### src/rtl/core/bil_pkg.sv
// Shared types and constants for the bounded integer list engine.
// No dependencies; used by bil_ctrl, bil_dp and the top level.
package bil_pkg;

    localparam int DEPTH    = 16;
    localparam int IDX_W    = $clog2(DEPTH);
    localparam int CNT_W    = $clog2(DEPTH + 1);
    localparam int VAL_W    = 32;
    localparam int OP_W     = 3;
    localparam int ST_W     = 2;
    localparam int OCNT_W   = 5;
    localparam int IN_TD_W  = 40;
    localparam int OUT_TD_W = 80;

    typedef enum logic [OP_W-1:0] {
        OP_PUSH_FRONT = 3'd0,
        OP_PUSH_BACK  = 3'd1,
        OP_POP_FRONT  = 3'd2,
        OP_POP_BACK   = 3'd3,
        OP_SEARCH     = 3'd4,
        OP_ERASE      = 3'd5,
        OP_CLEAR      = 3'd6
    } t_opcode;

    typedef enum logic [ST_W-1:0] {
        ST_OK    = 2'd0,
        ST_EMPTY = 2'd1,
        ST_FULL  = 2'd2
    } t_status;

    // controller -> datapath strobes
    typedef struct packed {
        logic load;   // capture the accepted command
        logic exec;   // update the list
        logic post;   // load the result register
    } t_dp_cmd;

endpackage

### src/rtl/core/bil_ctrl.sv
// Sequencer for the bounded integer list engine: accept, execute, post result.
// Depends on bil_pkg.
module bil_ctrl (
    input  logic             i_clk,
    input  logic             i_rst_n,
    input  logic             i_s_tvalid,
    output logic             o_s_tready,
    output logic             o_m_tvalid,
    input  logic             i_m_tready,
    output bil_pkg::t_dp_cmd o_cmd
);

    typedef enum logic [1:0] {
        S_IDLE,
        S_EXEC,
        S_POST
    } t_state;

    t_state r_state;
    logic   r_out_valid;
    logic   w_accept;
    logic   w_post;

    assign w_accept   = (r_state == S_IDLE) && i_s_tvalid;
    assign w_post     = (r_state == S_POST) && (!r_out_valid || i_m_tready);
    assign o_s_tready = (r_state == S_IDLE);
    assign o_m_tvalid = r_out_valid;

    assign o_cmd.load = w_accept;
    assign o_cmd.exec = (r_state == S_EXEC);
    assign o_cmd.post = w_post;

    always_ff @(posedge i_clk) begin
        if (!i_rst_n) begin
            r_state     <= S_IDLE;
            r_out_valid <= 1'b0;
        end else begin
            case (r_state)
                S_IDLE: begin
                    if (w_accept) r_state <= S_EXEC;
                end
                S_EXEC: begin
                    r_state <= S_POST;
                end
                S_POST: begin
                    // wait here while the previous result is still unread
                    if (w_post) r_state <= S_IDLE;
                end
                default: begin
                    r_state <= S_IDLE;
                end
            endcase

            if (w_post)
                r_out_valid <= 1'b1;
            else if (i_m_tready)
                r_out_valid <= 1'b0;
        end
    end

    a_accept_exec: assert property (@(posedge i_clk) disable iff (!i_rst_n)
        w_accept |=> r_state == S_EXEC)
        else $error("accepted beat did not start execution");

    a_exec_post: assert property (@(posedge i_clk) disable iff (!i_rst_n)
        r_state == S_EXEC |=> r_state == S_POST)
        else $error("execute did not advance to post");

    a_post_valid: assert property (@(posedge i_clk) disable iff (!i_rst_n)
        w_post |=> r_out_valid && r_state == S_IDLE)
        else $error("posted result not presented");

endmodule

### src/rtl/core/bil_dp.sv
// Datapath for the bounded integer list engine: a row of compare-and-shift
// cells, the element count and the result register. Depends on bil_pkg.
module bil_dp (
    input  logic                           i_clk,
    input  logic                           i_rst_n,
    input  bil_pkg::t_dp_cmd               i_cmd,
    input  logic [bil_pkg::OP_W-1:0]       i_opcode,
    input  logic signed [bil_pkg::VAL_W-1:0] i_operand_value,
    output logic [bil_pkg::ST_W-1:0]       o_status,
    output logic                           o_found,
    output logic signed [bil_pkg::VAL_W-1:0] o_front_value,
    output logic signed [bil_pkg::VAL_W-1:0] o_back_value,
    output logic [bil_pkg::OCNT_W-1:0]     o_element_count,
    output logic                           o_is_empty
);

    logic [bil_pkg::VAL_W-1:0] r_cell [bil_pkg::DEPTH];
    logic [bil_pkg::VAL_W-1:0] n_cell [bil_pkg::DEPTH];
    logic [bil_pkg::CNT_W-1:0] r_count;
    logic [bil_pkg::CNT_W-1:0] n_count;

    bil_pkg::t_opcode          r_op;
    logic [bil_pkg::VAL_W-1:0] r_val;
    bil_pkg::t_status          r_status;
    bil_pkg::t_status          n_status;
    logic                      r_found;
    logic                      n_found;

    logic [bil_pkg::DEPTH-1:0] w_hit;
    logic [bil_pkg::DEPTH-1:0] w_shift;
    logic                      w_full;
    logic                      w_empty;
    logic [bil_pkg::IDX_W-1:0] w_back_idx;
    logic [bil_pkg::CNT_W-1:0] w_back_cnt;

    logic [bil_pkg::ST_W-1:0]   r_o_status;
    logic                       r_o_found;
    logic [bil_pkg::VAL_W-1:0]  r_o_front;
    logic [bil_pkg::VAL_W-1:0]  r_o_back;
    logic [bil_pkg::OCNT_W-1:0] r_o_count;
    logic                       r_o_empty;

    assign w_full  = (r_count >= bil_pkg::CNT_W'(bil_pkg::DEPTH));
    assign w_empty = (r_count == '0);

    // per-cell match, masked to live entries; w_shift marks cells at or
    // after the first match
    always_comb begin
        for (int i = 0; i < bil_pkg::DEPTH; i++)
            w_hit[i] = (r_cell[i] == r_val) && (bil_pkg::CNT_W'(i) < r_count);
        w_shift[0] = w_hit[0];
        for (int i = 1; i < bil_pkg::DEPTH; i++)
            w_shift[i] = w_shift[i-1] | w_hit[i];
    end

    always_comb begin
        n_cell   = r_cell;
        n_count  = r_count;
        n_status = bil_pkg::ST_OK;
        n_found  = 1'b0;
        case (r_op)
            bil_pkg::OP_PUSH_FRONT: begin
                if (w_full) begin
                    n_status = bil_pkg::ST_FULL;
                end else begin
                    n_cell[0] = r_val;
                    for (int i = 1; i < bil_pkg::DEPTH; i++)
                        n_cell[i] = r_cell[i-1];
                    n_count = r_count + 1'b1;
                end
            end
            bil_pkg::OP_PUSH_BACK: begin
                if (w_full) begin
                    n_status = bil_pkg::ST_FULL;
                end else begin
                    for (int i = 0; i < bil_pkg::DEPTH; i++)
                        if (r_count[bil_pkg::IDX_W-1:0] == bil_pkg::IDX_W'(i))
                            n_cell[i] = r_val;
                    n_count = r_count + 1'b1;
                end
            end
            bil_pkg::OP_POP_FRONT: begin
                if (w_empty) begin
                    n_status = bil_pkg::ST_EMPTY;
                end else begin
                    for (int i = 0; i < bil_pkg::DEPTH - 1; i++)
                        n_cell[i] = r_cell[i+1];
                    n_count = r_count - 1'b1;
                end
            end
            bil_pkg::OP_POP_BACK: begin
                if (w_empty) n_status = bil_pkg::ST_EMPTY;
                else         n_count  = r_count - 1'b1;
            end
            bil_pkg::OP_SEARCH: begin
                n_found = |w_hit;
            end
            bil_pkg::OP_ERASE: begin
                n_found = |w_hit;
                for (int i = 0; i < bil_pkg::DEPTH - 1; i++)
                    if (w_shift[i]) n_cell[i] = r_cell[i+1];
                if (|w_hit) n_count = r_count - 1'b1;
            end
            bil_pkg::OP_CLEAR: begin
                n_count = '0;
            end
            default: begin
            end
        endcase
    end

    assign w_back_cnt = r_count - 1'b1;
    assign w_back_idx = w_back_cnt[bil_pkg::IDX_W-1:0];

    function automatic logic [bil_pkg::OCNT_W-1:0] OCNT_FIT(
        input logic [bil_pkg::CNT_W-1:0] c
    );
        logic [bil_pkg::CNT_W+bil_pkg::OCNT_W-1:0] wide;
        wide     = '0;
        wide[bil_pkg::CNT_W-1:0] = c;
        OCNT_FIT = wide[bil_pkg::OCNT_W-1:0];
    endfunction

    always_ff @(posedge i_clk) begin
        if (!i_rst_n) begin
            r_count <= '0;
        end else if (i_cmd.exec) begin
            r_count <= n_count;
        end
    end

    always_ff @(posedge i_clk) begin
        if (i_cmd.load) begin
            r_op  <= bil_pkg::t_opcode'(i_opcode);
            r_val <= i_operand_value;
        end
        if (i_cmd.exec) begin
            r_cell   <= n_cell;
            r_status <= n_status;
            r_found  <= n_found;
        end
        if (i_cmd.post) begin
            r_o_status <= r_status;
            r_o_found  <= r_found;
            r_o_front  <= w_empty ? '0 : r_cell[0];
            r_o_back   <= w_empty ? '0 : r_cell[w_back_idx];
            r_o_count  <= OCNT_FIT(r_count);
            r_o_empty  <= w_empty;
        end
    end

    assign o_status        = r_o_status;
    assign o_found         = r_o_found;
    assign o_front_value   = r_o_front;
    assign o_back_value    = r_o_back;
    assign o_element_count = r_o_count;
    assign o_is_empty      = r_o_empty;

    a_count_bound: assert property (@(posedge i_clk) disable iff (!i_rst_n)
        r_count <= bil_pkg::CNT_W'(bil_pkg::DEPTH))
        else $error("element count beyond depth");

    a_push_grows: assert property (@(posedge i_clk) disable iff (!i_rst_n)
        (i_cmd.exec && r_op == bil_pkg::OP_PUSH_BACK && !w_full)
        |=> r_count == $past(r_count) + 1'b1)
        else $error("push did not grow the list");

    a_clear_empties: assert property (@(posedge i_clk) disable iff (!i_rst_n)
        (i_cmd.exec && r_op == bil_pkg::OP_CLEAR) |=> r_count == '0)
        else $error("clear left entries");

endmodule

### src/rtl/core/bounded_int_list_engine_unit.sv
// Bounded integer list engine: deque of up to DEPTH signed words with search
// and erase of the first match. Each command steps through accept, cell-row update and
// result load, and the next command is taken only after that result load; the result
// register lets the next beat enter while a result waits.
// Reset (synchronous, active low) empties the list; stored words are not cleared.
// Depends on bil_pkg, bil_ctrl and bil_dp.
module bounded_int_list_engine_unit (
    input  logic                         i_clk,
    input  logic                         i_rst_n,
    input  logic                         s_tvalid,
    output logic                         s_tready,
    input  logic [bil_pkg::IN_TD_W-1:0]  s_tdata,  // opcode[2:0], operand_value[34:3]
    output logic                         m_tvalid,
    input  logic                         m_tready,
    output logic [bil_pkg::OUT_TD_W-1:0] m_tdata   // status[1:0], found[2],
                                                   // front_value[34:3], back_value[66:35],
                                                   // element_count[71:67], is_empty[72]
);

    bil_pkg::t_dp_cmd                  w_cmd;
    logic [bil_pkg::ST_W-1:0]          w_status;
    logic                              w_found;
    logic signed [bil_pkg::VAL_W-1:0]  w_front;
    logic signed [bil_pkg::VAL_W-1:0]  w_back;
    logic [bil_pkg::OCNT_W-1:0]        w_count;
    logic                              w_empty;

    bil_ctrl u_ctrl (
        .i_clk      (i_clk),
        .i_rst_n    (i_rst_n),
        .i_s_tvalid (s_tvalid),
        .o_s_tready (s_tready),
        .o_m_tvalid (m_tvalid),
        .i_m_tready (m_tready),
        .o_cmd      (w_cmd)
    );

    bil_dp u_dp (
        .i_clk           (i_clk),
        .i_rst_n         (i_rst_n),
        .i_cmd           (w_cmd),
        .i_opcode        (s_tdata[2:0]),
        .i_operand_value (s_tdata[34:3]),
        .o_status        (w_status),
        .o_found         (w_found),
        .o_front_value   (w_front),
        .o_back_value    (w_back),
        .o_element_count (w_count),
        .o_is_empty      (w_empty)
    );

    assign m_tdata = {7'd0, w_empty, w_count, w_back, w_front, w_found, w_status};

endmodule

### config.mk
export PLATFORM = sky130hd
export DESIGN_NAME = bounded_int_list_engine_unit
export DESIGN_NICKNAME = d
export VERILOG_FILES = /design/src/rtl/core/bil_pkg.sv /design/src/rtl/core/bil_ctrl.sv /design/src/rtl/core/bil_dp.sv /design/src/rtl/core/bounded_int_list_engine_unit.sv
export SDC_FILE = /design/constraint.sdc
export NUM_CORES = 1
export LEC_CHECK = 0
export BUFFER_PORTS_ARGS = -buffer_cell sky130_fd_sc_hd__buf_2
export CAP_MARGIN = 20
export CORE_ASPECT_RATIO = 1.4
export CORE_MARGIN = 3
export CORE_UTILIZATION = 31
export DETAILED_ROUTE_END_ITERATION = 8
export PLACE_DENSITY = 0.44
export SLEW_MARGIN = 20
export SYNTH_ARGS = -nofsm -noshare
export SYNTH_HDL_FRONTEND = slang
export SYNTH_SLANG_ARGS = --single-unit
export TNS_END_PERCENT = 50
### constraint.sdc
create_clock -name i_clk -period 11.07 [get_ports i_clk]
set_input_delay 0.5535 -clock i_clk [delete_from_list [all_inputs] [get_ports i_clk]]
set_output_delay 0.5535 -clock i_clk [all_outputs]
set_load 0.01 [all_outputs]
Word level (Yosys, flattened, before mapping)
Cells that the tools add are included.
{"block": "classes", "n_addsub": 2, "order_cmp": 18, "eq_ne": 78, "mux": 51, "bitwise_logic": 15, "reduce_logical": 50}
{"cell": "one-hot mux 480 bit (4 select lines)", "count": 1}
{"cell": "two-way mux 32 bit", "count": 33}
{"cell": "two-way mux 512 bit", "count": 2}
{"cell": "equality test 32 bit", "count": 16}
{"cell": "two-way mux 480 bit", "count": 1}
{"cell": "binary-select mux 32 bit (select 4 bit)", "count": 1}
{"cell": "AND reduction 7 bit", "count": 15}
{"cell": "!= test 2 x 1 -> 1 bit (second input constant)", "count": 34}
{"cell": "one-hot mux 32 bit (2 select lines)", "count": 1}
{"cell": "< comparator 4 x 5 -> 1 bit (first input constant)", "count": 8}
{"cell": "equality test 4 bit (second input constant)", "count": 8}
{"cell": "< comparator 3 x 5 -> 1 bit (first input constant)", "count": 4}
{"cell": "one-hot mux 5 bit (4 select lines)", "count": 1}
{"cell": "logical AND 1 bit", "count": 18}
{"cell": "equality test 4 x 3 -> 1 bit (second input constant)", "count": 4}
{"cell": "OR reduction 16 bit", "count": 1}
{"cell": "two-way mux 5 bit", "count": 3}
{"cell": "bitwise OR 1 bit", "count": 14}
{"cell": "greater-or-equal comparator 5 bit (second input constant)", "count": 2}
{"cell": "< comparator 1 x 5 -> 1 bit (first input constant)", "count": 2}
{"cell": "< comparator 2 x 5 -> 1 bit (first input constant)", "count": 2}
{"cell": "!= test 2 bit (second input constant)", "count": 5}
{"cell": "AND reduction 5 bit", "count": 2}
{"cell": "equality test 3 bit (second input constant)", "count": 3}
{"cell": "other kinds (23)", "count": 33}
{"block": "word_totals", "regBits": 631, "inputBits": 44, "wordCells": 243}

Logic depth before layout (Yosys ltp)
{"block": "logic_depth", "word_depth": 18, "depth_mapped": 14, "ltp_nobuf": 9}

Cells and area by module
From an unflattened synthesis, not the netlist that was laid out.
{"block": "unflattened", "cells_unflattened": 2984, "hier_area_um2": 38181.6}
{"mod": "bil_dp", "n_inst": 1, "cells_each": 2959, "area_each_um2": 37956.4, "seq_area_each_um2": 18808.0}
{"mod": "bil_ctrl", "n_inst": 1, "cells_each": 15, "area_each_um2": 153.9, "seq_area_each_um2": 60.1}
{"mod": "bounded_int_list_engine_unit", "n_inst": 1, "cells_each": 10, "area_each_um2": 71.3, "seq_area_each_um2": 0.0}

Worst setup path after synthesis
Ideal clock, no wire load.
{"block": "synth_path", "kind": "flip-flop to flip-flop", "startpoint": "register u_dp.r_count[0] (netlist name)", "endpoint": "register u_dp.r_cell[288] (netlist name) (enable)", "arrival_ns": 5.005, "path_slack_ns": 5.595, "stages_incl_launch_ff": 13, "cell_sequence": "dfxtp_1 -> clkbuf_1 -> buf_2 -> buf_2 -> buf_1 -> inv_1 -> ha_1 -> nand2_1 -> nor2_1 -> o21ai_0 -> nand3_1 -> clkbuf_1 -> a211oi_1"}
{"block": "synth_via", "elab_chain_cells": 10, "word_cells_on_any_way": 29}
{"item": "from (decl)", "line_no": "bil_dp.sv:19", "text": "logic [bil_pkg::CNT_W-1:0] r_count;"}
{"item": "from (signal assigned)", "line_no": "bil_dp.sv:128", "text": "r_count <= n_count;"}
{"item": "< comparator 1 x 5 -> 1 bit", "line_no": "bil_dp.sv:50", "text": "w_hit[i] = (r_cell[i] == r_val) && (bil_pkg::CNT_W'(i) < r_count);"}
{"item": "logical AND 1 bit", "line_no": "bil_dp.sv:50"}
{"item": "bitwise OR 1 bit (6 in series)", "line_no": "bil_dp.sv:53", "text": "w_shift[i] = w_shift[i-1] | w_hit[i];"}
{"item": "!= test 2 x 1 -> 1 bit (no source line)"}
{"item": "AND reduction 7 bit (no source line) *"}
{"item": "to (signal assigned)", "line_no": "bil_dp.sv:138", "text": "r_cell <= n_cell;"}
{"item": "to (decl)", "line_no": "bil_dp.sv:17", "text": "logic [bil_pkg::VAL_W-1:0] r_cell [bil_pkg::DEPTH];"}
Every way passes the cells marked *; elsewhere a longest branch is shown, timed or not.
A chain may end at the register's enable or synchronous reset.

Worst setup path in the final report
{"block": "layout_path", "startpoint": "register u_dp.r_count[0] (netlist name)", "endpoint": "register u_dp.r_cell[157] (netlist name) (enable)"}
{"block": "layout_via", "elab_chain_cells": 15, "word_cells_on_any_way": 44}
{"item": "< comparator 1 x 5 -> 1 bit", "line_no": "bil_dp.sv:50"}
{"item": "logical AND 1 bit", "line_no": "bil_dp.sv:50"}
{"item": "bitwise OR 1 bit (11 in series)", "line_no": "bil_dp.sv:53"}
{"item": "!= test 2 x 1 -> 1 bit (no source line)"}
{"item": "AND reduction 7 bit (no source line) *"}
Marked as above.

==> flow_metrics.env <==
export IMPL_cp_arrival_ps=5640
export IMPL_port_buffers=113
export IMPL_seq_area_frac_synth_pct=52.2
export IMPL_antenna_found_initial=4
export IMPL_hold_path_class="input pin to register"
export IMPL_crit_type="register to register"
export IMPL_finalWirelength_mm=164
export IMPL_p_seq_share_pct=44.9
export IMPL_ioPinCount=126
export IMPL_htree_num_levels=3
export IMPL_reg2reg_depth=10
export IMPL_yosysMostFrequentCell="edfxtp_1"
export IMPL_via_per_inst=6.41
export IMPL_final_fill_count=11100
export IMPL_cts_path_max_buffers=3
export IMPL_setup_viol=0
export IMPL_synth_edff_count=623
export IMPL_syn_avg_cell_area_um2=14.1
export IMPL_max_freq_ghz=0.187
export IMPL_maxCapViolCount=0
export IMPL_pre_cts_ws_ps=5810
export IMPL_timing_rr_start="u_dp.r_count[0]"
export IMPL_nNetsFinal=2587
export IMPL_switching_share_pct=29.1
export IMPL_drive_gt1_share_pct=20.1
export IMPL_clkPwrFrac_pct=37.8
export IMPL_cts_sinks=631
export IMPL_core_area_mm2=0.115
export IMPL_rsz0062_at_grt="false"
export IMPL_cp_slowest_stage_delay_ps=810
export IMPL_start_util_pct=31.4
export IMPL_hold_violations=0
export IMPL_ys_ff_latch=631
export IMPL_fin_crit_sh_pct=48.3
export IMPL_period_needed_ps=5350
export IMPL_postSynthCellCount=2558
export IMPL_ir_drop_mv=0.118
export IMPL_synth_warnings=0
export IMPL_slowest_stage="dfxtp_4"
export IMPL_num_vias=26200
export IMPL_drtIter0Drc=3652
export IMPL_first_pass_iters=6
export IMPL_netlist_area_mm2=0.0362
export IMPL_track_usage_pct=26.7
export IMPL_clk_insertion_delay_late_ps=690
export IMPL_crit_path_cell_trace="buf_4 > nor2_1 > nand3b_1 > nand4_1 > or4_4 > nand4_2 > nor4b_2 > nor3b_1 > a211oi_4 > buf_4"
export IMPL_status="finished clean"
export IMPL_dieHeight_um=410
export IMPL_ys_flop_type="edfxtp_1"
export IMPL_reg2reg_slack_ps=5720
export IMPL_fp_row_count=147
export IMPL_synth_async_reset_ratio_pct=0
export IMPL_min_to="u_dp.r_val[27]"
export IMPL_yosysTopAreaCellShare_pct=51.7
export IMPL_gp_congestion=1.03
export IMPL_yosys_top_cells_area="edfxtp_1 (52%), a221o_1 (12%), mux4_2 (10%)"
export IMPL_seq_area_mm2=0.0189
export IMPL_multi_input_area_mm2=0.0162
export IMPL_synth_area_leader_cell="edfxtp_1"
export IMPL_cts_resized=0
export IMPL_syn_to_final_growth_pct=12.0
export IMPL_final_util_pct=35.1
export IMPL_cp_common_cell="buf_4"
export IMPL_hold_depth=1
export IMPL_cts_root_buf="clkbuf_16"
export IMPL_p_int_w=0.00445
export IMPL_yosys_top_cells_count="edfxtp_1 (623), a221o_1 (448), xor2_1 (280)"
export IMPL_wl_per_cell_um=40.1
export IMPL_finClkSkew_ps=39.7
export IMPL_maxSlewHeadroom_pct=6.47
export IMPL_die_x_um=295
export IMPL_gr_total_overflow=0
export IMPL_p_sw_w=0.00183
export IMPL_worst_setup_path_end_kind="register"
export IMPL_synth_distinct_cells=55
export IMPL_route_detailed_drc=0
export IMPL_grt_pass1_wl_mm=224
export IMPL_finalSetupTns_ps=0
export IMPL_leakage_nw=13.1
export IMPL_clkSlewWorstSetupHoldPaths_ps=60
export IMPL_cellPowerDensity_mw_per_mm2=155
export IMPL_numCtsBuffers=73
export IMPL_layout_setup_ws_ps=5720
export IMPL_grt_pass1_vias=25700
export IMPL_worstSetupStartpointType="register"
export IMPL_crit_fanout=34
export IMPL_min_from="s_tdata[30]"
export IMPL_worst_pin_slew_ps=1400
export IMPL_grt_start_max_net_pins=214
export IMPL_dieArea_mm2=0.121
export IMPL_finalMaxSlewViolations=0
export IMPL_hold_slack_ps=47.7
export IMPL_detailed_place_hpwl_mm=117
export IMPL_p_total_w=0.00629
export IMPL_worstPathRequired_ps=11360
export IMPL_r2r_end="u_dp.r_cell[157]"
export IMPL_combPwrFrac_pct=17.2
export IMPL_cts_tree="built"
export IMPL_postRouteAntennaNets=0
==> metrics by stage <==
step	instance area, um^2	instances
floorplan	36200	2564
global placement	38100	3945
detailed placement	38100	3945
CTS	40400	4078
global route	40500	4082
finish	40500	4084
==> power groups by stage <==
stage | clock [W] | sequential, W | combinational (W)
2_1_floorplan | 0 | 0.00284 | 0.000667
3_3_place_gp | 0 | 0.00287 | 0.00105
3_5_place_dp | 0 | 0.00287 | 0.00106
4_1_cts | 0.00242 | 0.00282 | 0.00107
5_1_grt | 0.00250 | 0.00283 | 0.00112
6_report | 0.00238 | 0.00282 | 0.00108
==> worst max-delay path by stage <==
stage                        to  cells after the start       startpoint  slack [ps]
4_1_cts        u_dp.r_cell[144]                     10  u_dp.r_count[0]        5790
3_5_place_dp   u_dp.r_cell[146]                     10  u_dp.r_count[0]        5810
6_report       u_dp.r_cell[157]                     10  u_dp.r_count[0]        5720
2_1_floorplan  u_dp.r_cell[288]                     12  u_dp.r_count[0]        5590
5_1_grt        u_dp.r_cell[146]                     10  u_dp.r_count[0]        5600
3_3_place_gp   u_dp.r_cell[157]                     10  u_dp.r_count[0]        5780
==> layer usage <==
layer / global-route usage, % / wire length [um] / part of all wire [%]
met1: 32.1 / 60000 / 37
met2: 43.3 / 77600 / 47
met3: 4.15 / 11400 / 6.9
met4: 19.9 / 14800 / 9.1
met5: 0 / 13 / 0.0079
==> critical path: cells and delay by family (launching register included) <==
family                 cells  cell delay (ps)
AND/OR/NAND/NOR            7             1860
buffers and inverters      2             1310
AO/OA/AOI/OAI              1              760
flip-flops                 1              810
==> cells in the final DEF, fill, tap and decap left out, types with 20 or more instances in the layout <==
cell,n
a21o_1,32
a221o_1,448
and3_1,36
buf_2,113
buf_4,77
clkbuf_16,75
edfxtp_1,623
mux2_2,29
mux4_2,160
nand2_1,33
nand4_1,70
nor2_1,20
nor2b_1,69
nor4_1,70
xnor2_1,238
xor2_1,279
==> sequential cells by signal (all words and copies together), names as in the netlist, 2 cells and up <==
signal and cells:
u_dp.r_status 2, u_dp.o_status 2, u_dp.r_count 5, u_dp.r_op 3
u_dp.o_element_count 5, u_dp.o_front_value 32, u_dp.r_cell 512, u_ctrl.r_state 2
u_dp.r_val 32, u_dp.o_back_value 32
==> cell families (layout without fill, tap and decap cells) <==
logic type	count (synthesis)	after routing	share of synthesized area (%)
fa+ha+maj	4	4	0.138
xor+xnor	519	519	12.6
other cells	1	9	0.0104
mux	194	194	11.0
simple gates	358	358	5.88
flops	631	631	52.2
compound gates	542	542	14.4
buf+inv	309	337	3.85
==> layout make-up <==
| type | instances | share of cell area, % |
|---|---|---|
| diodes | 2 | 0.0124 |
| clock buffers | 89 | 4.76 |
| clock inverters | 39 | 0.723 |
| inverters | 6 | 0.0556 |
| multi-input cells | 1624 | 39.9 |
| flip-flops and latches | 631 | 46.6 |
| well taps | 1490 | 4.60 |
| repair buffers | 203 | 3.38 |
==> repair_timing <==
item	CTS	global route
endpoints found under the hold margin	5	0
hold buffers	5	0
buffers inserted	0	0
No activity file was read; power rests on OpenSTA's default activity.
